--- config.mk ---
export PLATFORM = sky130hd
export DESIGN_NAME = ds_twr_initiator_sequencer_flat
export DESIGN_NICKNAME = d
export VERILOG_FILES = /design/src/sv/dtwr_pkg.sv /design/src/sv/dtwr_ifs.sv /design/src/sv/ds_twr_initiator_sequencer.sv /design/src/sv/dtwr_in_reg.sv /design/src/sv/dtwr_core.sv /design/src/sv/dtwr_out_reg.sv /design/src/flat_wrapper.sv
export SDC_FILE = /design/constraint.sdc
export NUM_CORES = 1
export LEC_CHECK = 0
export CORE_MARGIN = 1
export CORE_UTILIZATION = 50
export CTS_CLUSTER_SIZE = 16
export DETAILED_ROUTE_END_ITERATION = 8
export DONT_BUFFER_PORTS = 1
export MAX_ROUTING_LAYER = met4
export PLACE_DENSITY_LB_ADDON = 0.25
export SETUP_SLACK_MARGIN = 0.15
export SLEW_MARGIN = 0
export SYNTH_ARGS = -nofsm -noshare
export SYNTH_HDL_FRONTEND = slang
export SYNTH_HIERARCHICAL = 1
export SYNTH_SLANG_ARGS = --single-unit
--- constraint.sdc ---
create_clock -name clk -period 12.8 [get_ports clk]
set_input_delay 0 -clock clk [delete_from_list [all_inputs] [get_ports clk]]
set_output_delay 0 -clock clk [all_outputs]
set_load 0.02 [all_outputs]
--- src/sv/dtwr_pkg.sv ---
// Shared types, constants and tag helpers for the DS-TWR initiator sequencer.
// No dependencies; every other file of the block refers to this package.
`timescale 1ns / 1ps
`default_nettype none

package dtwr_pkg;

  // Field widths
  localparam int STAMP_BITS = 40;
  localparam int SLOTS      = 3;
  localparam int SLOT_BITS  = 2;
  localparam int ID_BITS    = 4;
  localparam int BYTE_BITS  = 8;
  localparam int OP_BITS    = 3;

  // Frame tags
  localparam logic [BYTE_BITS-1:0] TAG_POLL  = 8'h10;
  localparam logic [BYTE_BITS-1:0] TAG_FINAL = 8'h20;
  localparam logic [BYTE_BITS-1:0] TAG_RESP  = 8'h0A;

  typedef logic [STAMP_BITS-1:0] stamp_t;
  typedef logic [ID_BITS-1:0]    anchor_id_t;
  typedef logic [SLOT_BITS-1:0]  slot_t;
  typedef logic [BYTE_BITS-1:0]  tag_t;

  // Event codes
  typedef enum logic [OP_BITS-1:0] {
    OP_START    = 3'd0,
    OP_TX_DONE  = 3'd1,
    OP_RX_DONE  = 3'd2,
    OP_RX_ERROR = 3'd3,
    OP_TIMEOUT  = 3'd4
  } opcode_t;

  // Exchange phases
  typedef enum logic [2:0] {
    PH_IDLE     = 3'd0,
    PH_POLL_TX  = 3'd1,
    PH_RESP     = 3'd2,
    PH_FINAL_TX = 3'd3,
    PH_REPORT   = 3'd4
  } phase_t;

  // One event as it sits in the input register
  typedef struct packed {
    logic [OP_BITS-1:0] opcode;
    stamp_t             tx_stamp;
    stamp_t             rx_stamp;
    tag_t               rx_first_byte;
    stamp_t             remote_t2;
    stamp_t             remote_t3;
    stamp_t             remote_t6;
  } in_item_t;

  // One result as it sits in the output register
  typedef struct packed {
    logic   send_valid;
    tag_t   send_byte;
    logic   rx_enable;
    logic   rx_reset;
    stamp_t round_master;
    stamp_t round_slave;
    stamp_t reply_master;
    stamp_t reply_slave;
    logic   result_valid;
    slot_t  slot;
    logic   cycle_complete;
    logic   release_turn;
  } out_item_t;

  function automatic tag_t poll_tag(input anchor_id_t id);
    poll_tag = TAG_POLL | {4'h0, id};
  endfunction

  function automatic tag_t final_tag(input anchor_id_t id);
    final_tag = TAG_FINAL | {4'h0, id};
  endfunction

  // Expected response tag: id in the high nibble, 0xA in the low one
  function automatic tag_t resp_tag(input anchor_id_t id);
    resp_tag = TAG_RESP | {id, 4'h0};
  endfunction

endpackage

`default_nettype wire

--- src/sv/dtwr_ifs.sv ---
// Valid/ready channel interfaces for event input and result output.
// Depends on dtwr_pkg for field types.
`timescale 1ns / 1ps
`default_nettype none

interface dtwr_in_if;
  logic                            valid;
  logic                            ready;
  logic [dtwr_pkg::OP_BITS-1:0]    opcode;
  dtwr_pkg::stamp_t                tx_stamp;
  dtwr_pkg::stamp_t                rx_stamp;
  dtwr_pkg::tag_t                  rx_first_byte;
  dtwr_pkg::stamp_t                remote_t2;
  dtwr_pkg::stamp_t                remote_t3;
  dtwr_pkg::stamp_t                remote_t6;

  modport source (
    output valid, opcode, tx_stamp, rx_stamp, rx_first_byte,
           remote_t2, remote_t3, remote_t6,
    input  ready
  );

  modport sink (
    input  valid, opcode, tx_stamp, rx_stamp, rx_first_byte,
           remote_t2, remote_t3, remote_t6,
    output ready
  );
endinterface

interface dtwr_out_if;
  logic                  valid;
  logic                  ready;
  logic                  send_valid;
  dtwr_pkg::tag_t        send_byte;
  logic                  rx_enable;
  logic                  rx_reset;
  dtwr_pkg::stamp_t      round_master;
  dtwr_pkg::stamp_t      round_slave;
  dtwr_pkg::stamp_t      reply_master;
  dtwr_pkg::stamp_t      reply_slave;
  logic                  result_valid;
  dtwr_pkg::slot_t       slot;
  logic                  cycle_complete;
  logic                  release_turn;

  modport source (
    output valid, send_valid, send_byte, rx_enable, rx_reset,
           round_master, round_slave, reply_master, reply_slave,
           result_valid, slot, cycle_complete, release_turn,
    input  ready
  );

  modport sink (
    input  valid, send_valid, send_byte, rx_enable, rx_reset,
           round_master, round_slave, reply_master, reply_slave,
           result_valid, slot, cycle_complete, release_turn,
    output ready
  );
endinterface

`default_nettype wire

--- src/sv/ds_twr_initiator_sequencer.sv ---
// DS-TWR initiator sequencer, top level.
// Path: an event is held in the input register, then its result in the result register.
// One event per cycle unless stalled; phase, stamps and slot counter update as it is taken.
// Stall: the input takes a new event whenever the result register is free or being drained.
// Reset (rst_n low, synchronous): phase idle, T1/T4/T5 and slot count zero, anchor id 1,
// both channel registers empty. Depends on dtwr_pkg, dtwr_ifs and the dtwr_* submodules.
`timescale 1ns / 1ps
`default_nettype none

module ds_twr_initiator_sequencer (
  input  wire logic                  clk,
  input  wire logic                  rst_n,
  input  wire logic                  cfg_we,
  input  wire dtwr_pkg::anchor_id_t  cfg_wdata,
  dtwr_in_if.sink                    in_chan,
  dtwr_out_if.source                 out_chan
);

  dtwr_pkg::in_item_t  item;
  dtwr_pkg::out_item_t res;
  logic                item_valid;
  logic                can_load;
  logic                fire;

  // Event moves from input register to result register
  assign fire = item_valid && can_load;

  dtwr_in_reg u_in_reg (
    .clk        (clk),
    .rst_n      (rst_n),
    .in_chan    (in_chan),
    .take       (fire),
    .item       (item),
    .item_valid (item_valid)
  );

  dtwr_core u_core (
    .clk       (clk),
    .rst_n     (rst_n),
    .cfg_we    (cfg_we),
    .cfg_wdata (cfg_wdata),
    .fire      (fire),
    .item      (item),
    .res       (res)
  );

  dtwr_out_reg u_out_reg (
    .clk      (clk),
    .rst_n    (rst_n),
    .load     (fire),
    .res      (res),
    .can_load (can_load),
    .out_chan (out_chan)
  );

endmodule

`default_nettype wire

--- src/sv/dtwr_in_reg.sv ---
// Input register: captures one event transaction and holds it until the core takes it.
// Depends on dtwr_pkg and dtwr_in_if.
`timescale 1ns / 1ps
`default_nettype none

module dtwr_in_reg (
  input  wire logic               clk,
  input  wire logic               rst_n,
  dtwr_in_if.sink                 in_chan,
  input  wire logic               take,
  output dtwr_pkg::in_item_t      item,
  output logic                    item_valid
);

  logic               valid_r;
  logic               valid_nxt;
  dtwr_pkg::in_item_t item_r;
  logic               accept;

  // Free slot, or the held event leaves this cycle
  assign in_chan.ready = !valid_r || take;
  assign accept        = in_chan.valid && in_chan.ready;

  always_comb begin
    valid_nxt = valid_r;
    if (accept) begin
      valid_nxt = 1'b1;
    end else if (take) begin
      valid_nxt = 1'b0;
    end
  end

  always_ff @(posedge clk) begin
    if (!rst_n) begin
      valid_r <= 1'b0;
    end else begin
      valid_r <= valid_nxt;
    end
  end

  // Payload, no reset
  always_ff @(posedge clk) begin
    if (accept) begin
      item_r.opcode        <= in_chan.opcode;
      item_r.tx_stamp      <= in_chan.tx_stamp;
      item_r.rx_stamp      <= in_chan.rx_stamp;
      item_r.rx_first_byte <= in_chan.rx_first_byte;
      item_r.remote_t2     <= in_chan.remote_t2;
      item_r.remote_t3     <= in_chan.remote_t3;
      item_r.remote_t6     <= in_chan.remote_t6;
    end
  end

  assign item       = item_r;
  assign item_valid = valid_r;

endmodule

`default_nettype wire

--- src/sv/dtwr_core.sv ---
// Exchange sequencer: phase machine, latched T1/T4/T5, slot counter, anchor id register
// and the combinational result logic. Depends on dtwr_pkg.
`timescale 1ns / 1ps
`default_nettype none

module dtwr_core (
  input  wire logic                  clk,
  input  wire logic                  rst_n,
  input  wire logic                  cfg_we,
  input  wire dtwr_pkg::anchor_id_t  cfg_wdata,
  input  wire logic                  fire,
  input  wire dtwr_pkg::in_item_t    item,
  output dtwr_pkg::out_item_t        res
);

  dtwr_pkg::phase_t     phase_r, phase_nxt;
  dtwr_pkg::stamp_t     t1_r, t1_nxt;
  dtwr_pkg::stamp_t     t4_r, t4_nxt;
  dtwr_pkg::stamp_t     t5_r, t5_nxt;
  dtwr_pkg::slot_t      slot_r, slot_nxt;
  dtwr_pkg::anchor_id_t anchor_id_r;

  logic                          resp_match;
  logic                          report_ok;
  logic [dtwr_pkg::SLOT_BITS:0]  slot_inc;
  logic                          slot_wrap;

  // Tag check and report sanity check
  assign resp_match = (item.rx_first_byte == dtwr_pkg::resp_tag(anchor_id_r));
  assign report_ok  = (item.remote_t6 >= item.remote_t2) && (t5_r >= t1_r);

  // Slot counter advance with wrap after the last slot
  assign slot_inc  = {1'b0, slot_r} + (dtwr_pkg::SLOT_BITS+1)'(1);
  assign slot_wrap = slot_inc >= (dtwr_pkg::SLOT_BITS+1)'(dtwr_pkg::SLOTS);

  // Next state
  always_comb begin
    phase_nxt = phase_r;
    t1_nxt    = t1_r;
    t4_nxt    = t4_r;
    t5_nxt    = t5_r;
    slot_nxt  = slot_r;
    if (fire) begin
      case (item.opcode)
        dtwr_pkg::OP_START: begin
          if (phase_r == dtwr_pkg::PH_IDLE) begin
            phase_nxt = dtwr_pkg::PH_POLL_TX;
          end
        end
        dtwr_pkg::OP_TX_DONE: begin
          if (phase_r == dtwr_pkg::PH_POLL_TX) begin
            t1_nxt    = item.tx_stamp;
            phase_nxt = dtwr_pkg::PH_RESP;
          end else if (phase_r == dtwr_pkg::PH_FINAL_TX) begin
            t5_nxt    = item.tx_stamp;
            phase_nxt = dtwr_pkg::PH_REPORT;
          end
        end
        dtwr_pkg::OP_RX_DONE: begin
          if (phase_r == dtwr_pkg::PH_RESP) begin
            if (resp_match) begin
              t4_nxt    = item.rx_stamp;
              phase_nxt = dtwr_pkg::PH_FINAL_TX;
            end else begin
              phase_nxt = dtwr_pkg::PH_POLL_TX;
            end
          end else if (phase_r == dtwr_pkg::PH_REPORT) begin
            if (report_ok) begin
              slot_nxt  = slot_wrap ? '0 : slot_inc[dtwr_pkg::SLOT_BITS-1:0];
              phase_nxt = dtwr_pkg::PH_IDLE;
            end else begin
              phase_nxt = dtwr_pkg::PH_POLL_TX;
            end
          end
        end
        dtwr_pkg::OP_RX_ERROR: begin
          if (phase_r inside {dtwr_pkg::PH_RESP, dtwr_pkg::PH_REPORT}) begin
            phase_nxt = dtwr_pkg::PH_POLL_TX;
          end
        end
        dtwr_pkg::OP_TIMEOUT: begin
          if (phase_r inside {dtwr_pkg::PH_RESP, dtwr_pkg::PH_REPORT}) begin
            phase_nxt = dtwr_pkg::PH_IDLE;
          end
        end
        default: begin
        end
      endcase
    end
  end

  // Result for the event in the input register
  always_comb begin
    res = '0;
    case (item.opcode)
      dtwr_pkg::OP_START: begin
        if (phase_r == dtwr_pkg::PH_IDLE) begin
          res.send_valid = 1'b1;
          res.send_byte  = dtwr_pkg::poll_tag(anchor_id_r);
        end
      end
      dtwr_pkg::OP_TX_DONE: begin
        if (phase_r inside {dtwr_pkg::PH_POLL_TX, dtwr_pkg::PH_FINAL_TX}) begin
          res.rx_enable = 1'b1;
        end
      end
      dtwr_pkg::OP_RX_DONE: begin
        if (phase_r == dtwr_pkg::PH_RESP) begin
          res.send_valid = 1'b1;
          res.send_byte  = resp_match ? dtwr_pkg::final_tag(anchor_id_r)
                                      : dtwr_pkg::poll_tag(anchor_id_r);
        end else if (phase_r == dtwr_pkg::PH_REPORT) begin
          if (report_ok) begin
            res.round_master   = t4_r - t1_r;
            res.round_slave    = item.remote_t6 - item.remote_t3;
            res.reply_master   = t5_r - t4_r;
            res.reply_slave    = item.remote_t3 - item.remote_t2;
            res.result_valid   = 1'b1;
            res.slot           = slot_r;
            res.cycle_complete = slot_wrap;
            res.release_turn   = 1'b1;
          end else begin
            res.send_valid = 1'b1;
            res.send_byte  = dtwr_pkg::poll_tag(anchor_id_r);
          end
        end
      end
      dtwr_pkg::OP_RX_ERROR: begin
        if (phase_r inside {dtwr_pkg::PH_RESP, dtwr_pkg::PH_REPORT}) begin
          res.rx_reset   = 1'b1;
          res.send_valid = 1'b1;
          res.send_byte  = dtwr_pkg::poll_tag(anchor_id_r);
        end
      end
      dtwr_pkg::OP_TIMEOUT: begin
        if (phase_r inside {dtwr_pkg::PH_RESP, dtwr_pkg::PH_REPORT}) begin
          res.release_turn = 1'b1;
        end
      end
      default: begin
      end
    endcase
  end

  // State registers
  always_ff @(posedge clk) begin
    if (!rst_n) begin
      phase_r <= dtwr_pkg::PH_IDLE;
      t1_r    <= '0;
      t4_r    <= '0;
      t5_r    <= '0;
      slot_r  <= '0;
    end else begin
      phase_r <= phase_nxt;
      t1_r    <= t1_nxt;
      t4_r    <= t4_nxt;
      t5_r    <= t5_nxt;
      slot_r  <= slot_nxt;
    end
  end

  // Anchor id register
  always_ff @(posedge clk) begin
    if (!rst_n) begin
      anchor_id_r <= dtwr_pkg::anchor_id_t'(1);
    end else if (cfg_we) begin
      anchor_id_r <= cfg_wdata;
    end
  end

`ifndef SYNTH
  // Only a consumed event moves the phase
  a_phase_hold: assert property (@(posedge clk) disable iff (!rst_n)
    !fire |=> $stable(phase_r))
    else $error("phase changed without an event");

  // A completed measurement always ends the exchange
  a_result_ends: assert property (@(posedge clk) disable iff (!rst_n)
    fire && res.result_valid |=> phase_r == dtwr_pkg::PH_IDLE)
    else $error("measurement did not return to idle");

  // A transmit request is always followed by waiting for its transmit done
  a_send_waits: assert property (@(posedge clk) disable iff (!rst_n)
    fire && res.send_valid |=>
      phase_r == dtwr_pkg::PH_POLL_TX || phase_r == dtwr_pkg::PH_FINAL_TX)
    else $error("send without transmit wait");

  // Wrap only on the last slot of a measurement
  a_wrap_slot: assert property (@(posedge clk) disable iff (!rst_n)
    res.cycle_complete |->
      res.result_valid && res.slot == dtwr_pkg::slot_t'(dtwr_pkg::SLOTS - 1))
    else $error("cycle_complete off the last slot");
`endif

endmodule

`default_nettype wire

--- src/sv/dtwr_out_reg.sv ---
// Result register: holds one result transaction until the sink takes it.
// Depends on dtwr_pkg and dtwr_out_if.
`timescale 1ns / 1ps
`default_nettype none

module dtwr_out_reg (
  input  wire logic                 clk,
  input  wire logic                 rst_n,
  input  wire logic                 load,
  input  wire dtwr_pkg::out_item_t  res,
  output logic                      can_load,
  dtwr_out_if.source                out_chan
);

  logic                valid_r;
  logic                valid_nxt;
  dtwr_pkg::out_item_t res_r;

  // Empty, or the held result leaves this cycle
  assign can_load = !valid_r || out_chan.ready;

  always_comb begin
    valid_nxt = valid_r;
    if (load) begin
      valid_nxt = 1'b1;
    end else if (out_chan.ready) begin
      valid_nxt = 1'b0;
    end
  end

  always_ff @(posedge clk) begin
    if (!rst_n) begin
      valid_r <= 1'b0;
    end else begin
      valid_r <= valid_nxt;
    end
  end

  always_ff @(posedge clk) begin
    if (load) begin
      res_r <= res;
    end
  end

  // Drive the channel
  assign out_chan.valid          = valid_r;
  assign out_chan.send_valid     = res_r.send_valid;
  assign out_chan.send_byte      = res_r.send_byte;
  assign out_chan.rx_enable      = res_r.rx_enable;
  assign out_chan.rx_reset       = res_r.rx_reset;
  assign out_chan.round_master   = res_r.round_master;
  assign out_chan.round_slave    = res_r.round_slave;
  assign out_chan.reply_master   = res_r.reply_master;
  assign out_chan.reply_slave    = res_r.reply_slave;
  assign out_chan.result_valid   = res_r.result_valid;
  assign out_chan.slot           = res_r.slot;
  assign out_chan.cycle_complete = res_r.cycle_complete;
  assign out_chan.release_turn   = res_r.release_turn;

endmodule

`default_nettype wire
--- src/flat_wrapper.sv ---
// flat-port wrapper written by rule: the top's interface ports become plain ports
module ds_twr_initiator_sequencer_flat 
  (clk, rst_n, cfg_we, cfg_wdata, in_chan_valid, in_chan_opcode, in_chan_tx_stamp, in_chan_rx_stamp, in_chan_rx_first_byte, in_chan_remote_t2, in_chan_remote_t3, in_chan_remote_t6, in_chan_ready, out_chan_valid, out_chan_send_valid, out_chan_send_byte, out_chan_rx_enable, out_chan_rx_reset, out_chan_round_master, out_chan_round_slave, out_chan_reply_master, out_chan_reply_slave, out_chan_result_valid, out_chan_slot, out_chan_cycle_complete, out_chan_release_turn, out_chan_ready);
  dtwr_in_if in_chan_i ();
  dtwr_out_if out_chan_i ();
  input  wire logic clk;
  input  wire logic rst_n;
  input  wire logic cfg_we;
  input  wire dtwr_pkg::anchor_id_t cfg_wdata;
  input wire logic [$bits(in_chan_i.valid)-1:0] in_chan_valid;
  input wire logic [$bits(in_chan_i.opcode)-1:0] in_chan_opcode;
  input wire logic [$bits(in_chan_i.tx_stamp)-1:0] in_chan_tx_stamp;
  input wire logic [$bits(in_chan_i.rx_stamp)-1:0] in_chan_rx_stamp;
  input wire logic [$bits(in_chan_i.rx_first_byte)-1:0] in_chan_rx_first_byte;
  input wire logic [$bits(in_chan_i.remote_t2)-1:0] in_chan_remote_t2;
  input wire logic [$bits(in_chan_i.remote_t3)-1:0] in_chan_remote_t3;
  input wire logic [$bits(in_chan_i.remote_t6)-1:0] in_chan_remote_t6;
  output wire logic [$bits(in_chan_i.ready)-1:0] in_chan_ready;
  output wire logic [$bits(out_chan_i.valid)-1:0] out_chan_valid;
  output wire logic [$bits(out_chan_i.send_valid)-1:0] out_chan_send_valid;
  output wire logic [$bits(out_chan_i.send_byte)-1:0] out_chan_send_byte;
  output wire logic [$bits(out_chan_i.rx_enable)-1:0] out_chan_rx_enable;
  output wire logic [$bits(out_chan_i.rx_reset)-1:0] out_chan_rx_reset;
  output wire logic [$bits(out_chan_i.round_master)-1:0] out_chan_round_master;
  output wire logic [$bits(out_chan_i.round_slave)-1:0] out_chan_round_slave;
  output wire logic [$bits(out_chan_i.reply_master)-1:0] out_chan_reply_master;
  output wire logic [$bits(out_chan_i.reply_slave)-1:0] out_chan_reply_slave;
  output wire logic [$bits(out_chan_i.result_valid)-1:0] out_chan_result_valid;
  output wire logic [$bits(out_chan_i.slot)-1:0] out_chan_slot;
  output wire logic [$bits(out_chan_i.cycle_complete)-1:0] out_chan_cycle_complete;
  output wire logic [$bits(out_chan_i.release_turn)-1:0] out_chan_release_turn;
  input wire logic [$bits(out_chan_i.ready)-1:0] out_chan_ready;
  assign in_chan_i.valid = in_chan_valid;
  assign in_chan_i.opcode = in_chan_opcode;
  assign in_chan_i.tx_stamp = in_chan_tx_stamp;
  assign in_chan_i.rx_stamp = in_chan_rx_stamp;
  assign in_chan_i.rx_first_byte = in_chan_rx_first_byte;
  assign in_chan_i.remote_t2 = in_chan_remote_t2;
  assign in_chan_i.remote_t3 = in_chan_remote_t3;
  assign in_chan_i.remote_t6 = in_chan_remote_t6;
  assign in_chan_ready = in_chan_i.ready;
  assign out_chan_valid = out_chan_i.valid;
  assign out_chan_send_valid = out_chan_i.send_valid;
  assign out_chan_send_byte = out_chan_i.send_byte;
  assign out_chan_rx_enable = out_chan_i.rx_enable;
  assign out_chan_rx_reset = out_chan_i.rx_reset;
  assign out_chan_round_master = out_chan_i.round_master;
  assign out_chan_round_slave = out_chan_i.round_slave;
  assign out_chan_reply_master = out_chan_i.reply_master;
  assign out_chan_reply_slave = out_chan_i.reply_slave;
  assign out_chan_result_valid = out_chan_i.result_valid;
  assign out_chan_slot = out_chan_i.slot;
  assign out_chan_cycle_complete = out_chan_i.cycle_complete;
  assign out_chan_release_turn = out_chan_i.release_turn;
  assign out_chan_i.ready = out_chan_ready;
  ds_twr_initiator_sequencer u_core (.clk(clk), .rst_n(rst_n), .cfg_we(cfg_we), .cfg_wdata(cfg_wdata), .in_chan(in_chan_i), .out_chan(out_chan_i));
endmodule
==> results.sh, run 1 <==
export IMPL_cp_end_kind="register"
export IMPL_syn_area_um2=27500
export IMPL_yosys_warnings=6
export IMPL_p_clk_frac=0.403
export IMPL_intPower_mw=3.03
export IMPL_finalSetupViolCount=0
export IMPL_ios=398
export IMPL_switching_power_mw=1.05
export IMPL_peakVddDrop_v=0.000109
export IMPL_root_buffer="clkbuf_16"
export IMPL_instances_no_fill=3748
export IMPL_die_y_um=236
export IMPL_status="finished, final reports clean"
export IMPL_grt_pass1_wl_um=123000
export IMPL_htree_levels=2
export IMPL_path_clk_slew_ns=0.06
export IMPL_row_count=85
export IMPL_min_to="u_core/u_in_reg/item[188]$_DFFE_PP_"
export IMPL_maxCapViolCount=0
export IMPL_dpl_hpwl_um=56100
export IMPL_gp_congestion=0.973
export IMPL_maxSlewHeadroom=0.273
export IMPL_min_path_cells=1
export IMPL_via_per_inst=5.69
export IMPL_cts_buffers_inserted=56
export IMPL_clk_latency_ns=0.62
export IMPL_grt_ovfl_total=0
export IMPL_place_area_um2=28100
export IMPL_syn_inst=2647
export IMPL_dp_slack_ns=8.17
export IMPL_n_fill_cell=4312
export IMPL_crit_arrival_ns=4.95
export IMPL_synth_cell_type_count=95
export IMPL_port_buffers=0
export IMPL_wl_met3_um=5730
export IMPL_ant_nets=0
export IMPL_timing_fmax_mhz=218
export IMPL_clock_sinks=518
export IMPL_cts_resized=0
export IMPL_ys_async_sr_fraction=0
export IMPL_cts_tree="yes"
export IMPL_skew_ns=0.0162
export IMPL_powerDensity_nw_per_um2=122
export IMPL_synthFlopType="edfxtp_1"
export IMPL_combPwrFrac=0.114
export IMPL_drive_gt1_frac=0.0487
export IMPL_grt_pass1_vias=21100
export IMPL_areaGrowthSynthToFinish_pct=22.1
export IMPL_tns_ns=0
export IMPL_first_pass_iters=5
export IMPL_cts_buffer_depth=3
export IMPL_die_w_um=236
export IMPL_leakage_nw=13.1
export IMPL_ys_seq_area_frac=0.518
export IMPL_synth_seq_cells=518
export IMPL_postLayoutCoreUtil=0.621
export IMPL_post_drt_wl_per_cell_um=21.9
export IMPL_routed_wl_um=82000
export IMPL_start_util=0.509
export IMPL_hold_start="in_chan_tx_stamp[20]"
export IMPL_rr_worst_depth=12
export IMPL_grt_use_total=0.295
export IMPL_multi_input_comb_area_um2=12100
export IMPL_dr_wl_met2_um=38400
export IMPL_route_detailed_drc=0
export IMPL_met1_length_um=34700
export IMPL_required_ns=13.16
export IMPL_regToRegSetupSlack_ns=8.21
export IMPL_timing_final_crit_share=0.358
export IMPL_cp_max_fo=94
export IMPL_min_path_type="input pin to register"
export IMPL_layout_min_cycle_time_ns=4.59
export IMPL_top_layer="met4"
export IMPL_drt_iter0_markers=1736
export IMPL_reg2reg_from="u_core/u_core/t1_r[2]$_SDFFE_PN0P_"
export IMPL_die_area_um2=55900
export IMPL_slew_viol_final=0
export IMPL_rr_endpoint="u_core/u_out_reg/out_chan.round_slave[31]$_DFFE_PP_"
export IMPL_timing_hold_violations_final=0
export IMPL_rsz0062_at_grt="no"
export IMPL_seqPwrFrac=0.483
export IMPL_place_inst=3269
export IMPL_grt_antenna_before_repair=14
export IMPL_regArea_um2=14200
export IMPL_coreArea_um2=54000
export IMPL_postSynthAreaPerCell_um2=10.4
export IMPL_cp_start_kind="register"
export IMPL_synth_edf_count=387
export IMPL_worstMarginPinSlew_ns=1.09
export IMPL_nets=3451
export IMPL_vias=21300
export IMPL_swShare=0.256
export IMPL_grt_max_degree=95
export IMPL_crit_type="register to register"
export IMPL_finish_instance_area_um2=33600
export IMPL_fin_ws_ns=8.21
worst max-delay path by stage:
stage	start	end	slack, ns	depth (start not counted)
after floorplan	u_core/u_out_reg/out_chan.valid$_SDFFE_PN0P_	u_core/u_in_reg/item[0]$_DFFE_PP_	5.30	4
after global placement	u_core/u_core/t1_r[2]$_SDFFE_PN0P_	u_core/u_out_reg/out_chan.round_slave[31]$_DFFE_PP_	8.31	12
after detailed placement	u_core/u_core/t1_r[2]$_SDFFE_PN0P_	u_core/u_out_reg/out_chan.round_slave[31]$_DFFE_PP_	8.17	12
after CTS	u_core/u_core/t1_r[2]$_SDFFE_PN0P_	u_core/u_out_reg/out_chan.round_slave[31]$_DFFE_PP_	8.16	12
after global routing	u_core/u_core/t1_r[2]$_SDFFE_PN0P_	u_core/u_out_reg/out_chan.round_slave[31]$_DFFE_PP_	7.86	12
final	u_core/u_core/t1_r[2]$_SDFFE_PN0P_	u_core/u_out_reg/out_chan.round_slave[31]$_DFFE_PP_	8.21	12
cells in the final DEF, fill, tap and decap left out, drive strengths merged, types with 29 or more instances in the layout:
master         n
nor2         225
nand4         36
edfxtp       387
nand2        340
clkbuf        75
dlygate4sd3  360
xnor2         74
dfxtp        131
o21ai        104
xor2          65
a21o          81
ha           236
a211oi        29
a21oi        289
inv          210
nand3         40
power groups by stage:
| stage | sequential [mW] | clock (mW) | combinational [mW] |
|---|---|---|---|
| final | 1.97 | 1.64 | 0.465 |
| after detailed placement | 2.01 | 0 | 0.355 |
| after global placement | 2.01 | 0 | 0.351 |
| after floorplan | 1.99 | 0 | 0.274 |
| after global routing | 1.98 | 1.73 | 0.503 |
| after CTS | 1.97 | 1.66 | 0.447 |
metal layers:
metal,track usage,up-vias
li1,-,10200
met1,0.369,10100
met2,0.468,855
met3,0.0607,180
met4,0.121,0
met5,-,-
critical path, cell delays in order (launching register included):
cell and delay, ns:
dfxtp_1 0.34, inv_1 0.06, ha_1 0.30, a211oi_1 0.21
o21ai_0 0.14, a211oi_1 0.44, o211ai_1 0.31, a221oi_1 0.45
a21oi_2 0.13, nand3_4 0.63, buf_4 0.90, nor2_1 0.06
mux2_1 0.31
flip-flops by register name, indices dropped and copies added, names as in the netlist:
signal                                    flops
u_core/u_in_reg/item                        211
u_core/u_out_reg/out_chan.send_byte           8
u_core/u_out_reg/out_chan.round_master       40
u_core/u_in_reg/item_valid                    1
u_core/u_out_reg/out_chan.rx_reset            1
u_core/u_out_reg/out_chan.valid               1
u_core/u_out_reg/out_chan.reply_slave        40
u_core/u_out_reg/out_chan.rx_enable           1
u_core/u_core/t5_r                           40
u_core/u_out_reg/out_chan.send_valid          1
u_core/u_out_reg/out_chan.cycle_complete      1
u_core/u_out_reg/out_chan.reply_master       40
u_core/u_out_reg/out_chan.round_slave        40
u_core/u_out_reg/out_chan.result_valid        1
u_core/u_core/t1_r                           40
u_core/u_core/slot_r                          2
u_core/u_core/anchor_id_r                     4
u_core/u_core/t4_r                           40
u_core/u_out_reg/out_chan.slot                2
u_core/u_core/phase_r                         3
u_core/u_out_reg/out_chan.release_turn        1
Yosys cell counts, types with 10 or more instances:
cell type  number  area [um2]
nand2b_1       23         144
a21oi_1       287        1440
dfxtp_1       131        2620
nor2_1        225         845
xnor2_1        74         648
ha_1          236        2950
nand4_1        36         225
o21a_1         10        75.1
xor2_1         65         569
inv_1         206         773
clkbuf_1       66         248
and2_1         21         131
and3_1         21         131
a21o_1         80         601
o21ai_0        96         480
a31oi_1        20         125
o21bai_1       22         165
nand3_1        39         195
nand2_1       340        1280
nor2b_1        20         125
o211ai_1       15         113
buf_2          13        65.1
edfxtp_1      387       11600
a211oi_1       27         203
nor3_1         19        95.1
through the flow:
| stage | total power [mW] | hold WS (ns) |
|---|---|---|
| after floorplan | 2.27 | 0.0619 |
| after global placement | 2.36 | 0.0669 |
| after detailed placement | 2.36 | 0.0764 |
| after CTS | 4.09 | 0.000352 |
| after global routing | 4.21 | 0.00000755 |
| final | 4.08 | 0.0111 |
logic make-up after synthesis:
group | count (synthesis) | synth area share
buffers and inverters | 296 | 0.0430
XOR/XNOR | 139 | 0.0443
AND/OR/NAND/NOR | 785 | 0.128
multiplexers | 10 | 0.00373
flip-flops | 518 | 0.518
other | 1 | 0.000136
AO/OA/AOI/OAI | 658 | 0.152
adder cells (fa/ha/maj) | 240 | 0.110
layout make-up:
class / count / share of cell area
clock buffer: 75 / 0.0463
sequential: 518 / 0.424
inverter: 207 / 0.0232
multi-input combinational: 1834 / 0.360
clock inverter: 30 / 0.00906
tap: 696 / 0.0259
antenna: 14 / 0.00104
timing repair buffer: 374 / 0.111
timing repair:
item / in CTS / in global routing
buffers inserted: 0 / 0
hold buffers: 359 / 1
endpoints found under the hold margin: 247 / 1
(Power assumes the default switching activity.)
==> run 2, diff against run 1 <==
--- a/config.mk
+++ b/config.mk
@@ -5,6 +5,7 @@
 export SDC_FILE = /design/constraint.sdc
 export NUM_CORES = 1
 export LEC_CHECK = 0
+export ABC_AREA = 1
 export CORE_MARGIN = 1
 export CORE_UTILIZATION = 50
 export CTS_CLUSTER_SIZE = 16
==> constraint.sdc (replaced) <==
create_clock -name clk -period 3.8 [get_ports clk]
set_input_delay 0 -clock clk [delete_from_list [all_inputs] [get_ports clk]]
set_output_delay 0 -clock clk [all_outputs]
set_load 0.02 [all_outputs]
==> results.sh, run 2 <==
export IMPL_place_inst=4266
export IMPL_die_area_um2=61300
export IMPL_ys_top_cells_by_area="edfxtp_1 (39%), ha_1 (9.8%), dfxtp_1 (8.7%)"
export IMPL_seqPwrFrac=0.451
export IMPL_swShare=0.289
export IMPL_synthFlopType="edfxtp_1"
export IMPL_ys_async_sr_fraction=0
export IMPL_crit_arrival_ns=3.40
export IMPL_switching_power_mw=4.26
export IMPL_syn_area_um2=30200
export IMPL_coreArea_um2=59400
export IMPL_final_common_cell="nand2_1"
export IMPL_htree_levels=2
export IMPL_cp_max_fo=29
export IMPL_cts_tree="yes"
export IMPL_finalSetupViolCount=0
export IMPL_layout_min_cycle_time_ns=3.06
export IMPL_first_pass_iters=9
export IMPL_cts_buffers_inserted=56
export IMPL_min_path_type="input pin to register"
export IMPL_routed_wl_um=107000
export IMPL_final_cell_mix="nand2_1 (653), inv_1 (496), nor2_1 (488)"
export IMPL_netlist_top_cell_by_area="edfxtp_1"
export IMPL_gp_congestion=1.01
export IMPL_yosys_warnings=6
export IMPL_path_clk_slew_ns=0.07
export IMPL_port_buffers=0
export IMPL_p_clk_frac=0.394
export IMPL_skew_ns=0.0227
export IMPL_areaGrowthSynthToFinish_pct=22.8
export IMPL_crit_type="register to register"
export IMPL_ant_nets=0
export IMPL_instances_no_fill=4779
export IMPL_rsz0062_at_grt="no"
export IMPL_cp_start_kind="register"
export IMPL_postLayoutCoreUtil=0.624
export IMPL_clk_latency_ns=0.64
export IMPL_route_detailed_drc=26
export IMPL_failed_checks="DRC"
export IMPL_nets=4413
export IMPL_post_cts_setup_buffers=0
export IMPL_largest_reg_flops=211
export IMPL_maxSlewHeadroom=0.297
export IMPL_cp_end_kind="register"
export IMPL_grt_max_degree=92
export IMPL_combPwrFrac=0.155
export IMPL_dpl_hpwl_um=78200
export IMPL_synth_cell_type_count=43
export IMPL_ys_seq_area_frac=0.472
export IMPL_timing_hold_violations_final=0
export IMPL_grt_ovfl_total=0
export IMPL_n_fill_cell=5056
export IMPL_cts_buffer_depth=3
export IMPL_die_w_um=248
export IMPL_grt_antenna_before_repair=5
export IMPL_row_count=89
export IMPL_timing_fmax_mhz=327
export IMPL_grt_use_total=0.353
export IMPL_ios=398
export IMPL_powerDensity_nw_per_um2=398
export IMPL_start_util=0.508
export IMPL_yosys_cell_count_top_type="nand2_1"
export IMPL_yosysTopAreaCellShare=0.385
export IMPL_syn_inst=3528
export IMPL_synth_edf_count=387
export IMPL_grt_pass1_wl_um=156000
export IMPL_via_per_inst=5.58
export IMPL_peakVddDrop_v=0.000462
export IMPL_root_buffer="clkbuf_16"
export IMPL_postSynthAreaPerCell_um2=8.55
export IMPL_status="complete, but fails checks"
export IMPL_clock_sinks=518
export IMPL_cts_resized=0
export IMPL_vias=26700
export IMPL_leakage_nw=16.1
export IMPL_worstMarginPinSlew_ns=1.05
export IMPL_slew_viol_final=0
export IMPL_required_ns=4.14
export IMPL_drive_gt1_frac=0.0447
export IMPL_grt_pass1_vias=25200
export IMPL_synthTopCellsByCount="nand2_1 (655), inv_1 (498), nor2_1 (489)"
export IMPL_intPower_mw=10.5
export IMPL_synth_seq_cells=518
export IMPL_drt_iter0_markers=3158
export IMPL_tns_ns=0
export IMPL_post_drt_wl_per_cell_um=22.3
export IMPL_timing_final_crit_share=0.806
export IMPL_ctsHoldBuffers=401
export IMPL_maxCapViolCount=0
export IMPL_die_y_um=248
## run 2: per-layer routing
| layer | routed length (um) | track usage | part of all wire | vias to the layer above |
|---|---|---|---|---|
| met1 | 46400 | 0.490 | 0.44 | 12500 |
| met5 | 0 | - | 0 | - |
| met3 | 12200 | 0.0975 | 0.11 | 168 |
| met4 | 2670 | 0.0931 | 0.025 | 0 |
| met2 | 45300 | 0.502 | 0.43 | 1384 |
| li1 | - | - | - | 12700 |
## run 2: logic make-up after synthesis
kind of cell	Yosys count	synth area share
flip-flops	518	0.472
adder cells (fa/ha/maj)	240	0.101
other	1	0.000124
AO/OA/AOI/OAI	682	0.123
AND/OR/NAND/NOR	1415	0.198
XOR/XNOR	109	0.0317
buffers and inverters	563	0.0741
## run 2: stage by stage
stage | instance area [um2] | total power [mW] | hold slack, ns | worst slack [ns]
finish | 37000 | 14.7 | 0.0192 | 0.739
global route | 37000 | 15.2 | 0.000744 | 0.581
CTS | 37000 | 14.7 | 0.000867 | 0.766
detailed placement | 31000 | 8.60 | 0.0989 | 0.819
global placement | 31000 | 8.61 | 0.0989 | 0.737
floorplan | 30200 | 7.98 | 0.0989 | -2.65
## run 2: path summary, 6_finish.rpt
kind / startpoint / end / slack (ns) / depth (start not counted)
max: u_core/u_in_reg/item[35]$_DFFE_PP_ / u_core/u_out_reg/out_chan.release_turn$_DFFE_PP_ / 0.74 / 9
min: in_chan_remote_t6[13] / u_core/u_in_reg/item[13]$_DFFE_PP_ / 0.02 / 1
max reg2reg: u_core/u_in_reg/item[35]$_DFFE_PP_ / u_core/u_out_reg/out_chan.release_turn$_DFFE_PP_ / 0.74 / 9
min reg2reg: u_core/u_core/t4_r[18]$_SDFFE_PN0P_ / u_core/u_core/t4_r[18]$_SDFFE_PN0P_ / 0.49 / 2
## run 2: area by class of cell
type	instances	area, um2	share of cell area
well taps	773	967	0.0261
repair buffers	427	4270	0.115
diodes	5	12.5	0.000338
multi-input cells	2448	13700	0.370
clock inverters	43	465	0.0126
clock buffers	63	1470	0.0396
inverters	502	1890	0.0510
flip-flops and latches	518	14200	0.385
## run 2: worst max-delay path, stage by stage, from the launching register on
cell      delay (ns)
edfxtp_1        0.40
ha_1            0.33
nand2_1         0.12
nor2_1          0.07
and2_1          0.22
a21oi_1         0.42
nand4_2         0.29
nand3_4         0.25
buf_4           0.42
o21ai_0         0.23
## run 2: power groups by stage
stage                     combinational (mW)  clock, mW  sequential, mW
after global placement                  1.85          0            6.76
after floorplan                         1.27          0            6.70
after CTS                               2.19       5.85            6.64
after global routing                    2.47       6.11            6.67
after detailed placement                1.84          0            6.76
final                                   2.29       5.82            6.65
